[src/hsv2rgb_pkg.sv]
// Shared types and constants for the HSV to RGB pixel converter.
// No dependencies; every other file in src uses it by scoped names.
`default_nettype none

package hsv2rgb_pkg;

   // field widths
   localparam int HUE_W   = 13;
   localparam int COLOR_W = 8;
   localparam int FRAC_W  = 10;          // fraction numerator, 0..960
   localparam int PROD_W  = 18;          // fn*s and 244800 - fn*s
   localparam int NP_W    = 2 * COLOR_W; // v*(255-s)
   localparam int NUM_W   = COLOR_W + PROD_W;
   localparam int QUOT_W  = COLOR_W + 1;

   // hue is Q9.4 degrees: 60 degrees per sector is 960 raw
   localparam int HUE_MAX     = 5760;
   localparam int SECTOR_SPAN = 960;
   localparam int UNIT        = 255;
   localparam int QT_DEN      = 244800; // UNIT * SECTOR_SPAN

   // x / 244800 = (x >> 6) / 3825; the latter by reciprocal multiply,
   // M = ceil(2^32 / 3825), exact while (x >> 6) * 2804 < 2^32
   localparam int DEN_SHIFT   = 6;
   localparam int RED_W       = NUM_W - DEN_SHIFT;
   localparam int RECIP_SHIFT = 32;
   localparam int RECIP_W     = 21;
   localparam logic [RECIP_W-1:0] RECIP_M = 21'd1122868;
   localparam int RPROD_W     = RED_W + RECIP_W;

   typedef enum logic [2:0] {
      SEC_R_Y = 3'd0,
      SEC_Y_G = 3'd1,
      SEC_G_C = 3'd2,
      SEC_C_B = 3'd3,
      SEC_B_M = 3'd4,
      SEC_M_R = 3'd5
   } sector_type;

   // per-stage load enables, one per register stage
   typedef struct packed {
      logic s5;
      logic s4;
      logic s3;
      logic s2;
      logic s1;
   } pipe_ld_type;

endpackage

`default_nettype wire

[src/hsv2rgb_sector.sv]
// Stage 1: hue clamp, sector decode and fraction numerator.
// Depends on hsv2rgb_pkg.
`default_nettype none

module hsv2rgb_sector (
   input  wire logic                              clock,
   input  wire logic                              ld,
   input  wire logic [hsv2rgb_pkg::HUE_W-1:0]     hue,
   input  wire logic [hsv2rgb_pkg::COLOR_W-1:0]   saturation,
   input  wire logic [hsv2rgb_pkg::COLOR_W-1:0]   brightness,
   output hsv2rgb_pkg::sector_type                sec_ff,
   output logic [hsv2rgb_pkg::FRAC_W-1:0]         fn_ff,
   output logic [hsv2rgb_pkg::COLOR_W-1:0]        sat_ff,
   output logic [hsv2rgb_pkg::COLOR_W-1:0]        bri_ff
);

   localparam int HW = hsv2rgb_pkg::HUE_W;
   localparam int SP = hsv2rgb_pkg::SECTOR_SPAN;

   logic [HW-1:0]                      hue_c;
   logic [HW-1:0]                      base;
   hsv2rgb_pkg::sector_type            sec_in;
   logic [hsv2rgb_pkg::FRAC_W-1:0]     fn_in;

   always_comb begin
      // anything past 360 degrees behaves as 360
      hue_c = (hue > HW'(hsv2rgb_pkg::HUE_MAX)) ? HW'(hsv2rgb_pkg::HUE_MAX) : hue;
      // 360 lands in the last sector with a full fraction
      if (hue_c >= HW'(5 * SP)) begin
         sec_in = hsv2rgb_pkg::SEC_M_R;
         base   = HW'(5 * SP);
      end else if (hue_c >= HW'(4 * SP)) begin
         sec_in = hsv2rgb_pkg::SEC_B_M;
         base   = HW'(4 * SP);
      end else if (hue_c >= HW'(3 * SP)) begin
         sec_in = hsv2rgb_pkg::SEC_C_B;
         base   = HW'(3 * SP);
      end else if (hue_c >= HW'(2 * SP)) begin
         sec_in = hsv2rgb_pkg::SEC_G_C;
         base   = HW'(2 * SP);
      end else if (hue_c >= HW'(SP)) begin
         sec_in = hsv2rgb_pkg::SEC_Y_G;
         base   = HW'(SP);
      end else begin
         sec_in = hsv2rgb_pkg::SEC_R_Y;
         base   = '0;
      end
      fn_in = hsv2rgb_pkg::FRAC_W'(hue_c - base);
   end

   always_ff @(posedge clock) begin
      if (ld) begin
         sec_ff <= sec_in;
         fn_ff  <= fn_in;
         sat_ff <= saturation;
         bri_ff <= brightness;
      end
   end

endmodule

`default_nettype wire

[src/hsv2rgb_mult.sv]
// Stages 2 and 3: the p/q/t numerators, then v times the q and t terms
// and the exact divide by 255 for p. Depends on hsv2rgb_pkg.
`default_nettype none

module hsv2rgb_mult (
   input  wire logic                              clock,
   input  wire hsv2rgb_pkg::pipe_ld_type          ld,
   input  wire hsv2rgb_pkg::sector_type           sec,
   input  wire logic [hsv2rgb_pkg::FRAC_W-1:0]    fn,
   input  wire logic [hsv2rgb_pkg::COLOR_W-1:0]   sat,
   input  wire logic [hsv2rgb_pkg::COLOR_W-1:0]   bri,
   output hsv2rgb_pkg::sector_type                sec3_ff,
   output logic [hsv2rgb_pkg::COLOR_W-1:0]        bri3_ff,
   output logic [hsv2rgb_pkg::COLOR_W-1:0]        cp3_ff,
   output logic [hsv2rgb_pkg::NUM_W-1:0]          nq3_ff,
   output logic [hsv2rgb_pkg::NUM_W-1:0]          nt3_ff
);

   localparam int CW = hsv2rgb_pkg::COLOR_W;
   localparam int FW = hsv2rgb_pkg::FRAC_W;
   localparam int PW = hsv2rgb_pkg::PROD_W;
   localparam int NPW = hsv2rgb_pkg::NP_W;
   localparam int NW = hsv2rgb_pkg::NUM_W;

   // stage 2
   hsv2rgb_pkg::sector_type   sec2_ff;
   logic [CW-1:0]             bri2_ff;
   logic [PW-1:0]             aq2_ff, aq2_in;
   logic [PW-1:0]             at2_ff, at2_in;
   logic [NPW-1:0]            np2_ff, np2_in;
   logic [FW-1:0]             fn_rev;

   // stage 3
   logic [CW-1:0]             cp3_in;
   logic [NW-1:0]             nq3_in, nt3_in;
   logic [NPW:0]              p_sum;

   always_comb begin
      fn_rev = FW'(hsv2rgb_pkg::SECTOR_SPAN) - fn;
      aq2_in = PW'(hsv2rgb_pkg::QT_DEN) - PW'(fn) * PW'(sat);
      at2_in = PW'(hsv2rgb_pkg::QT_DEN) - PW'(fn_rev) * PW'(sat);
      np2_in = NPW'(bri) * NPW'(CW'(hsv2rgb_pkg::UNIT) - sat);
   end

   always_ff @(posedge clock) begin
      if (ld.s2) begin
         sec2_ff <= sec;
         bri2_ff <= bri;
         aq2_ff  <= aq2_in;
         at2_ff  <= at2_in;
         np2_ff  <= np2_in;
      end
   end

   always_comb begin
      nq3_in = NW'(bri2_ff) * NW'(aq2_ff);
      nt3_in = NW'(bri2_ff) * NW'(at2_ff);
      // floor(x/255) = (x + (x>>8) + 1) >> 8, exact over 0..255*255
      p_sum  = (NPW+1)'(np2_ff) + (NPW+1)'(np2_ff >> CW) + (NPW+1)'(1);
      cp3_in = p_sum[CW +: CW];
   end

   always_ff @(posedge clock) begin
      if (ld.s3) begin
         sec3_ff <= sec2_ff;
         bri3_ff <= bri2_ff;
         cp3_ff  <= cp3_in;
         nq3_ff  <= nq3_in;
         nt3_ff  <= nt3_in;
      end
   end

endmodule

`default_nettype wire

[src/hsv2rgb_div.sv]
// Stage 4: divide the q and t numerators by 244800 through a shift and
// a reciprocal multiply. Depends on hsv2rgb_pkg.
`default_nettype none

module hsv2rgb_div (
   input  wire logic                              clock,
   input  wire logic                              ld,
   input  wire hsv2rgb_pkg::sector_type           sec,
   input  wire logic [hsv2rgb_pkg::COLOR_W-1:0]   bri,
   input  wire logic [hsv2rgb_pkg::COLOR_W-1:0]   cp,
   input  wire logic [hsv2rgb_pkg::NUM_W-1:0]     nq,
   input  wire logic [hsv2rgb_pkg::NUM_W-1:0]     nt,
   output hsv2rgb_pkg::sector_type                sec_ff,
   output logic [hsv2rgb_pkg::COLOR_W-1:0]        bri_ff,
   output logic [hsv2rgb_pkg::COLOR_W-1:0]        cp_ff,
   output logic [hsv2rgb_pkg::QUOT_W-1:0]         cq_ff,
   output logic [hsv2rgb_pkg::QUOT_W-1:0]         ct_ff
);

   localparam int RW  = hsv2rgb_pkg::RED_W;
   localparam int RPW = hsv2rgb_pkg::RPROD_W;
   localparam int QW  = hsv2rgb_pkg::QUOT_W;
   localparam int SH  = hsv2rgb_pkg::RECIP_SHIFT;

   logic [RW-1:0]   xq, xt;
   logic [RPW-1:0]  pq, pt;
   logic [QW-1:0]   cq_in, ct_in;

   always_comb begin
      xq    = RW'(nq >> hsv2rgb_pkg::DEN_SHIFT);
      xt    = RW'(nt >> hsv2rgb_pkg::DEN_SHIFT);
      pq    = RPW'(xq) * RPW'(hsv2rgb_pkg::RECIP_M);
      pt    = RPW'(xt) * RPW'(hsv2rgb_pkg::RECIP_M);
      cq_in = pq[SH +: QW];
      ct_in = pt[SH +: QW];
   end

   always_ff @(posedge clock) begin
      if (ld) begin
         sec_ff <= sec;
         bri_ff <= bri;
         cp_ff  <= cp;
         cq_ff  <= cq_in;
         ct_ff  <= ct_in;
      end
   end

endmodule

`default_nettype wire

[src/hsv_to_rgb_converter_top.sv]
// Top level of the HSV to RGB pixel converter: stall control, valid chain
// and the output stage. Depends on hsv2rgb_pkg, hsv2rgb_sector,
// hsv2rgb_mult and hsv2rgb_div.
//
//   channel | ports                                 | direction
//   --------+---------------------------------------+----------
//   req     | req_valid/ready, hue, sat, brightness | in
//   rsp     | rsp_valid/ready, red, green, blue     | out
//
// Five register stages: sector decode, p/q/t numerators, products and
// divide by 255, reciprocal divide by 244800, channel select. One beat
// per clock while rsp_ready is high; rsp_valid rises as it enters stage 5.
// Each stage loads when it is empty or the stage after it moves, so a
// stall fills bubbles first and nothing is dropped or repeated.
// Reset clears the valid chain only.
`default_nettype none

module hsv_to_rgb_converter_top (
   input  wire logic                              clock,
   input  wire logic                              reset,
   input  wire logic                              req_valid,
   output logic                                   req_ready,
   input  wire logic [hsv2rgb_pkg::HUE_W-1:0]     req_hue,
   input  wire logic [hsv2rgb_pkg::COLOR_W-1:0]   req_saturation,
   input  wire logic [hsv2rgb_pkg::COLOR_W-1:0]   req_brightness,
   output logic                                   rsp_valid,
   input  wire logic                              rsp_ready,
   output logic [hsv2rgb_pkg::COLOR_W-1:0]        rsp_red,
   output logic [hsv2rgb_pkg::COLOR_W-1:0]        rsp_green,
   output logic [hsv2rgb_pkg::COLOR_W-1:0]        rsp_blue
);

   localparam int NS = 5;
   localparam int CW = hsv2rgb_pkg::COLOR_W;
   localparam int FW = hsv2rgb_pkg::FRAC_W;
   localparam int NW = hsv2rgb_pkg::NUM_W;
   localparam int QW = hsv2rgb_pkg::QUOT_W;

   logic [NS-1:0]              vld_ff, vld_in;
   logic [NS:0]                rdy;
   hsv2rgb_pkg::pipe_ld_type   ld;

   hsv2rgb_pkg::sector_type    sec1, sec3, sec4;
   logic [FW-1:0]              fn1;
   logic [CW-1:0]              sat1, bri1, bri3, cp3, bri4, cp4;
   logic [NW-1:0]              nq3, nt3;
   logic [QW-1:0]              cq4, ct4;
   logic [CW-1:0]              cq_s, ct_s;

   logic [CW-1:0]              red_ff, red_in;
   logic [CW-1:0]              green_ff, green_in;
   logic [CW-1:0]              blue_ff, blue_in;

   // ready ripples back from the output; a stage moves if it is empty
   // or its successor moves
   always_comb begin
      rdy[NS] = rsp_ready;
      for (int i = NS - 1; i >= 0; i--) begin
         rdy[i] = !vld_ff[i] || rdy[i+1];
      end
      ld = hsv2rgb_pkg::pipe_ld_type'(rdy[NS-1:0]);
      vld_in = {vld_ff[NS-2:0], req_valid};
   end

   always_ff @(posedge clock) begin
      if (reset) begin
         vld_ff <= '0;
      end else begin
         for (int i = 0; i < NS; i++) begin
            if (rdy[i]) begin
               vld_ff[i] <= vld_in[i];
            end
         end
      end
   end

   assign req_ready = rdy[0];
   assign rsp_valid = vld_ff[NS-1];

   hsv2rgb_sector u_sector (
      .clock      (clock),
      .ld         (ld.s1),
      .hue        (req_hue),
      .saturation (req_saturation),
      .brightness (req_brightness),
      .sec_ff     (sec1),
      .fn_ff      (fn1),
      .sat_ff     (sat1),
      .bri_ff     (bri1)
   );

   hsv2rgb_mult u_mult (
      .clock   (clock),
      .ld      (ld),
      .sec     (sec1),
      .fn      (fn1),
      .sat     (sat1),
      .bri     (bri1),
      .sec3_ff (sec3),
      .bri3_ff (bri3),
      .cp3_ff  (cp3),
      .nq3_ff  (nq3),
      .nt3_ff  (nt3)
   );

   hsv2rgb_div u_div (
      .clock  (clock),
      .ld     (ld.s4),
      .sec    (sec3),
      .bri    (bri3),
      .cp     (cp3),
      .nq     (nq3),
      .nt     (nt3),
      .sec_ff (sec4),
      .bri_ff (bri4),
      .cp_ff  (cp4),
      .cq_ff  (cq4),
      .ct_ff  (ct4)
   );

   // saturate q and t to 255, then order the channels by sector
   always_comb begin
      cq_s = cq4[QW-1:CW] != '0 ? CW'(hsv2rgb_pkg::UNIT) : cq4[CW-1:0];
      ct_s = ct4[QW-1:CW] != '0 ? CW'(hsv2rgb_pkg::UNIT) : ct4[CW-1:0];
      case (sec4)
         hsv2rgb_pkg::SEC_R_Y: begin
            red_in = bri4;  green_in = ct_s;  blue_in = cp4;
         end
         hsv2rgb_pkg::SEC_Y_G: begin
            red_in = cq_s;  green_in = bri4;  blue_in = cp4;
         end
         hsv2rgb_pkg::SEC_G_C: begin
            red_in = cp4;   green_in = bri4;  blue_in = ct_s;
         end
         hsv2rgb_pkg::SEC_C_B: begin
            red_in = cp4;   green_in = cq_s;  blue_in = bri4;
         end
         hsv2rgb_pkg::SEC_B_M: begin
            red_in = ct_s;  green_in = cp4;   blue_in = bri4;
         end
         default: begin
            red_in = bri4;  green_in = cp4;   blue_in = cq_s;
         end
      endcase
   end

   always_ff @(posedge clock) begin
      if (ld.s5) begin
         red_ff   <= red_in;
         green_ff <= green_in;
         blue_ff  <= blue_in;
      end
   end

   assign rsp_red   = red_ff;
   assign rsp_green = green_ff;
   assign rsp_blue  = blue_ff;

endmodule

`default_nettype wire
[config.mk]
export PLATFORM = sky130hd
export DESIGN_NAME = hsv_to_rgb_converter_top
export DESIGN_NICKNAME = d
export VERILOG_FILES = /design/src/hsv2rgb_pkg.sv /design/src/hsv2rgb_sector.sv /design/src/hsv2rgb_mult.sv /design/src/hsv2rgb_div.sv /design/src/hsv_to_rgb_converter_top.sv
export SDC_FILE = /design/constraint.sdc
export NUM_CORES = 2
export LEC_CHECK = 0
export BUFFER_PORTS_ARGS = -buffer_cell sky130_fd_sc_hd__buf_2
export CAP_MARGIN = 0
export CELL_PAD_IN_SITES_DETAIL_PLACEMENT = 1
export CELL_PAD_IN_SITES_GLOBAL_PLACEMENT = 2
export CORE_ASPECT_RATIO = 2
export CORE_UTILIZATION = 47
export DETAILED_ROUTE_END_ITERATION = 6
export GPL_TIMING_DRIVEN = 0
export HOLD_SLACK_MARGIN = 0.08
export PLACE_DENSITY_LB_ADDON = 0.25
export SYNTH_ARGS = -nofsm -noshare
export SYNTH_HDL_FRONTEND = slang
export SYNTH_SLANG_ARGS = --single-unit
[constraint.sdc]
create_clock -name clock -period 12.9 [get_ports clock]
set_input_delay 1.29 -clock clock [delete_from_list [all_inputs] [get_ports clock]]
set_output_delay 1.29 -clock clock [all_outputs]
set_load 0.005 [all_outputs]
Word level (Yosys, flattened, before mapping) --
Index checks and enable logic that the tools add are counted.
Storage, ports and cells: flip-flop bits (word level) 229, output and inout port bits 26, logic and storage cells 83
Cells by class: $mul 7, reduce and logical (&&, ||, !) cells 16, equality and inequality tests 4, order comparisons 6, add/subtract/negate cells 7, muxes and demuxes 15
Operator list (count):
- $mul A20 B19 Y39 const B | 2
- $pmux W8 S3 | 3
- $mul A8 B18 Y26 | 2
- $mux W10 | 5
- $mul A10 B8 Y18 | 2
- $sub A18 B18 Y18 const A | 2
- $ge A13 B12 Y1 const B | 2
- $add A16 B1 Y16 const B | 1
- $add A16 B8 Y16 | 1
- $mul A8 B16 Y16 | 1
- $mux W8 | 2
- $ge A13 B10 Y1 const B | 1
- $ge A13 B11 Y1 const B | 1
- $ge A13 B13 Y1 const B | 1
- $gt A13 B13 Y1 const B | 1
- $mux W13 | 1
- $reduce_or A2 Y1 | 5
- $sub A10 B10 Y10 | 1
- $sub A10 B10 Y10 const A | 1
- $sub A8 B8 Y9 const A | 1
- $eq A3 B2 Y1 const B | 2
- $mux W3 | 2
- $logic_not A1 Y1 | 5
- $logic_or A1 B1 Y1 | 5
- 4 further kinds | 5

Logic depth before layout (Yosys ltp) --
depth in word-level cells 9, mapped depth 23, gate-level depth less buffers 22

By module --
A second synthesis with hierarchy kept.
Second synthesis, totals: cell total of the unflattened synthesis 3517, area, all modules 34979.8 um^2
Modules (own cells, without submodules):
- hsv2rgb_mult | area each 21008.9 um^2, cells an instance 2148, times used 1
- hsv2rgb_div | area each 10780.3 um^2, cells an instance 1093, times used 1
- hsv_to_rgb_converter_top | area each 1956.9 um^2, cells an instance 194, times used 1
- hsv2rgb_sector | area each 1233.7 um^2, cells an instance 82, times used 1

Least setup slack after synthesis --
Ideal clock, no wire load.
path kind register to register, start register u_sector.fn_ff[5] (netlist name), end register u_mult.at2_ff[17] (data pin), slack 7685 ps, period minus slack after synthesis 5215 ps, arrival time 4955 ps, cell stages (with the launch flop) 20, cell sequence edfxtp_1 clkbuf_1 nor4_1 nand2_1 xnor2_1 and2_1 fa_1 fa_1 fa_1 fa_1 inv_1 ha_1 o21ai_0 a21boi_0 o21ai_0 a211oi_1 o31ai_1 o21bai_1 a21oi_1 xnor2_1
Between the ends: word-level cells in the longest chain between the ends 3
RTL lines:
- start: declaration | RTL line hsv2rgb_sector.sv:12 | output logic [hsv2rgb_pkg::FRAC_W-1:0] fn_ff,
- start signal: assignment | RTL line hsv2rgb_sector.sv:54 | fn_ff <= fn_in;
- $sub A10 B10 Y10 | RTL line hsv2rgb_mult.sv:39 | fn_rev = FW'(hsv2rgb_pkg::SECTOR_SPAN) - fn;
- $mul A10 B8 Y18 | RTL line hsv2rgb_mult.sv:41 | at2_in = PW'(hsv2rgb_pkg::QT_DEN) - PW'(fn_rev) * PW'(sat);
- $sub A18 B18 Y18 | RTL line hsv2rgb_mult.sv:41
- via u_mult.at2_in[17] | RTL line hsv2rgb_mult.sv:29 | logic [PW-1:0] at2_ff, at2_in;
- end signal: assignment | RTL line hsv2rgb_mult.sv:50 | at2_ff <= at2_in;
- end: declaration | RTL line hsv2rgb_mult.sv:29
The timed path passes the listed nets, and every way through them passes these cells. A chain may end at the register's enable or synchronous reset.

Worst setup path after layout --
Same ends and word-level chain as after synthesis.

==> reports/qor.tcl <==
set qor(worst-slew-pin-transition_ns) 1.01
set qor(finalWeightedCongestion) 0.884
set qor(synth_seq_cells) 216
set qor(netlist_cell_types) 67
set qor(period_needed_ns) 6.32
set qor(yosysTopAreaCellShare_pct) 28.1
set qor(drt_pass1_iterations) 4
set qor(wl_per_cell_um) 20.0
set qor(setup_viol) 0
set qor(final.setup_skew_ns) 0.0314
set qor(post_cts_resize_count) 0
set qor(drv_cap) 0
set qor(die_height_um) 377
set qor(startpoint_type) {register}
set qor(mappedNetlistNets) 4361
set qor(grt_antenna_before_repair) 0
set qor(core.rowCount) 137
set qor(synthesis.area_per_instance_um2) 9.97
set qor(die_x_um) 189
set qor(ratio_of_final_minimum_period_to_clock_period_pct) 49.0
set qor(critPathRequiredTime_ns) 13.22
set qor(fmax_mhz) 158
set qor(floorplan.initialDensity_pct) 47.4
set qor(buffer_ports.inserted) 55
set qor(netlist.top_cell.by_area) {fa_1}
set qor(cts_h_tree_depth) 1
set qor(clk_latency_ns) 0.59
set qor(most_frequent_cell_after_synthesis) {inv_1}
set qor(synth_enable_flop_cells) 211
set qor(grt_usage_pct) 25.4
set qor(post_drt_via_cell_ratio) 5.30
set qor(final_nets) 4444
set qor(dominantRegCellSynth) {edfxtp_1}
set qor(tritoncts) {done}
set qor(grt_max_degree) 46
set qor(netlist_top_cells_area) {fa_1 28%, ha_1 21%, edfxtp_1 19%}
set qor(hold_path_class) {register to register}
set qor(number_of_global_route_vias_before_repair) 27250
set qor(num_antenna_cells) 0
set qor(finalNonFillerCells) 4315
set qor(postSynth.asyncResetShare_pct) 0
set qor(timing_hold_violations_final) 0
set qor(tritoncts.num_buffers) 23
set qor(clock_sink_count) 216
set qor(post-place-ws_ns) 6.55
set qor(syn-instance-count) 3312
set qor(yosys_warnings) 0
set qor(totalWireLength_um) 86200
set qor(ant_nets) 0
set qor(timing.final.ws_setup_ns) 6.58
set qor(path_clk_slew_ns) 0.07
set qor(io-pin-count) 59
set qor(post-dp-hpwl_um) 74500
set qor(status) {finished clean}
set qor(detailed_place.area_um2) 34500
set qor(reg2reg_depth) 19
set qor(drtIter0Drc) 677
set qor(fillers) 7888
set qor(max_slew_margin_pct) 32.5
set qor(multiInputGateArea_um2) 23300
set qor(cells_after_dpl) 4273
set qor(post_cts.repair.setup_buffers) 0
set qor(vias) 22874
set qor(critPathMaxFanout) 10
set qor(total_area_of_sequential_cells_um2) 6440
set qor(final_layout_size_suffix_gt1_share_pct) 3.63
set qor(ys_top_cells_by_count) {795 x inv_1, 553 x ha_1, 463 x fa_1, 266 x and2_1, 236 x nand2_1}
set qor(unrepaired_setup_endpoints_after_global_routing) {no}
set qor(final_area_um2) 35300
set qor(arrival_time_worst_endpoint_ns) 6.65
set qor(worst_setup_ep_type) {register}
set qor(cts.root.buffer_cell) {clkbuf_16}
set qor(grt_first_pass_wirelength_um) 140000
set qor(slew_viol_final) 0
set qor(grt_remaining_overflow) 0
set qor(floorplan.die_area_um2) 71400
set qor(hold_buffers) 0
set qor(ys_seq_area_share_pct) 19.5
set qor(timing_worst_setup_path_type) {register to register}
set qor(combined_area_of_all_synthesized_cells_um2) 33000
set qor(area.growth.synth_to_final_pct) 6.82
set qor(design.core.area_um2) 69600
set qor(detail_route.drc_violations) 0
set qor(fin_tns_setup_ns) 0
set qor(worst_case_clock_buffer_depth) 3
set qor(holdPathStages) 0
==> sequential cells by signal (all words and copies together), names as in the netlist, 5 cells and up <==
signal           count
rsp_blue             8
rsp_green            8
rsp_red              8
u_div.bri_ff         8
u_div.cp_ff          8
u_div.cq_ff          9
u_div.ct_ff          9
u_mult.aq2_ff       17
u_mult.at2_ff       18
u_mult.bri2_ff       8
u_mult.bri3_ff       8
u_mult.cp3_ff        8
u_mult.np2_ff       16
u_mult.nq3_ff       20
u_mult.nt3_ff       20
u_sector.bri_ff      8
u_sector.fn_ff      10
u_sector.sat_ff      8
vld_ff               5
==> cell families (layout without fill, tap and decap cells) <==
logic type / count (synthesis) / after routing / share of synthesized area [%]
flip-flops: 216 / 216 / 19.5
XOR/XNOR: 107 / 107 / 2.84
buffers and inverters: 868 / 968 / 9.87
adder cells (fa/ha/maj): 1016 / 1016 / 49.0
multiplexers: 2 / 2 / 0.0606
AND/OR/NAND/NOR: 802 / 802 / 12.5
AO/OA/AOI/OAI: 301 / 301 / 6.23
==> layout make-up <==
class / instances / area share [%]
clock inverter: 16 / 0.507
timing repair buffer: 58 / 0.951
buffer: 73 / 0.781
sequential: 216 / 18.2
tap: 903 / 3.20
multi-input combinational: 2228 / 66.2
inverter: 795 / 8.46
clock buffer: 26 / 1.69
==> cell usage in the layout (no fill, tap or decap), types with 5 or more instances in the layout <==
cell / instances
dfxtp_1: 5
nand2_1: 234
xor2_1: 28
and3_1: 13
a31oi_1: 6
a2111oi_0: 11
nand2b_1: 37
a221o_1: 10
clkbuf_16: 23
nor2b_1: 51
and2_1: 266
o21ai_0: 46
nor2_1: 109
nand4_1: 12
xnor2_1: 79
or3_1: 6
fa_1: 463
a21o_1: 37
inv_1: 794
o21a_1: 16
clkbuf_1: 69
nand3_1: 25
clkinv_4: 5
buf_2: 56
o31ai_1: 6
a21oi_1: 93
o2111ai_1: 5
edfxtp_1: 211
nor3_1: 26
o21bai_1: 11
a211oi_1: 14
buf_1: 5
ha_1: 553
==> layer usage <==
layer,track usage (%),routed length [um]
met1,22.9,28100
met4,14.3,5500
met3,1.73,1750
met5,0,0
met2,53.3,50800
==> worst paths after layout <==
check                      from                 to  slack (ns)
max           u_sector.fn_ff[5]  u_mult.at2_ff[17]        6.58
min          u_sector.sec_ff[2]  u_mult.sec2_ff[2]        0.42
max reg2reg   u_sector.fn_ff[5]  u_mult.at2_ff[17]        6.58
min reg2reg  u_sector.sec_ff[2]  u_mult.sec2_ff[2]        0.42
==> per-stage QoR <==
step	hold slack (ns)	utilization (%)
5_1_grt	0.434	50.7
4_1_cts	0.425	50.7
2_1_floorplan	0.400	-
3_5_place_dp	0.411	49.6
6_report	0.424	50.7
3_3_place_gp	0.409	49.5
==> critical path: stages (launching register included) <==
cell and delay, ns:
edfxtp_1 0.37, clkbuf_1 0.28, nor4_1 0.41, nand2_1 0.15, xnor2_1 0.71, and2_1 0.26, fa_1 0.43, fa_1 0.50
fa_1 0.50, fa_1 0.49, inv_1 0.04, ha_1 0.32, o21ai_0 0.15, a21boi_0 0.17, o21ai_0 0.32, a211oi_1 0.18
o31ai_1 0.40, o21bai_1 0.12, a21oi_1 0.19, xnor2_1 0.10
Power is left out: the tool's default activity adds up to more than one toggle a clock period on the data nets, which glitch-free logic cannot reach.
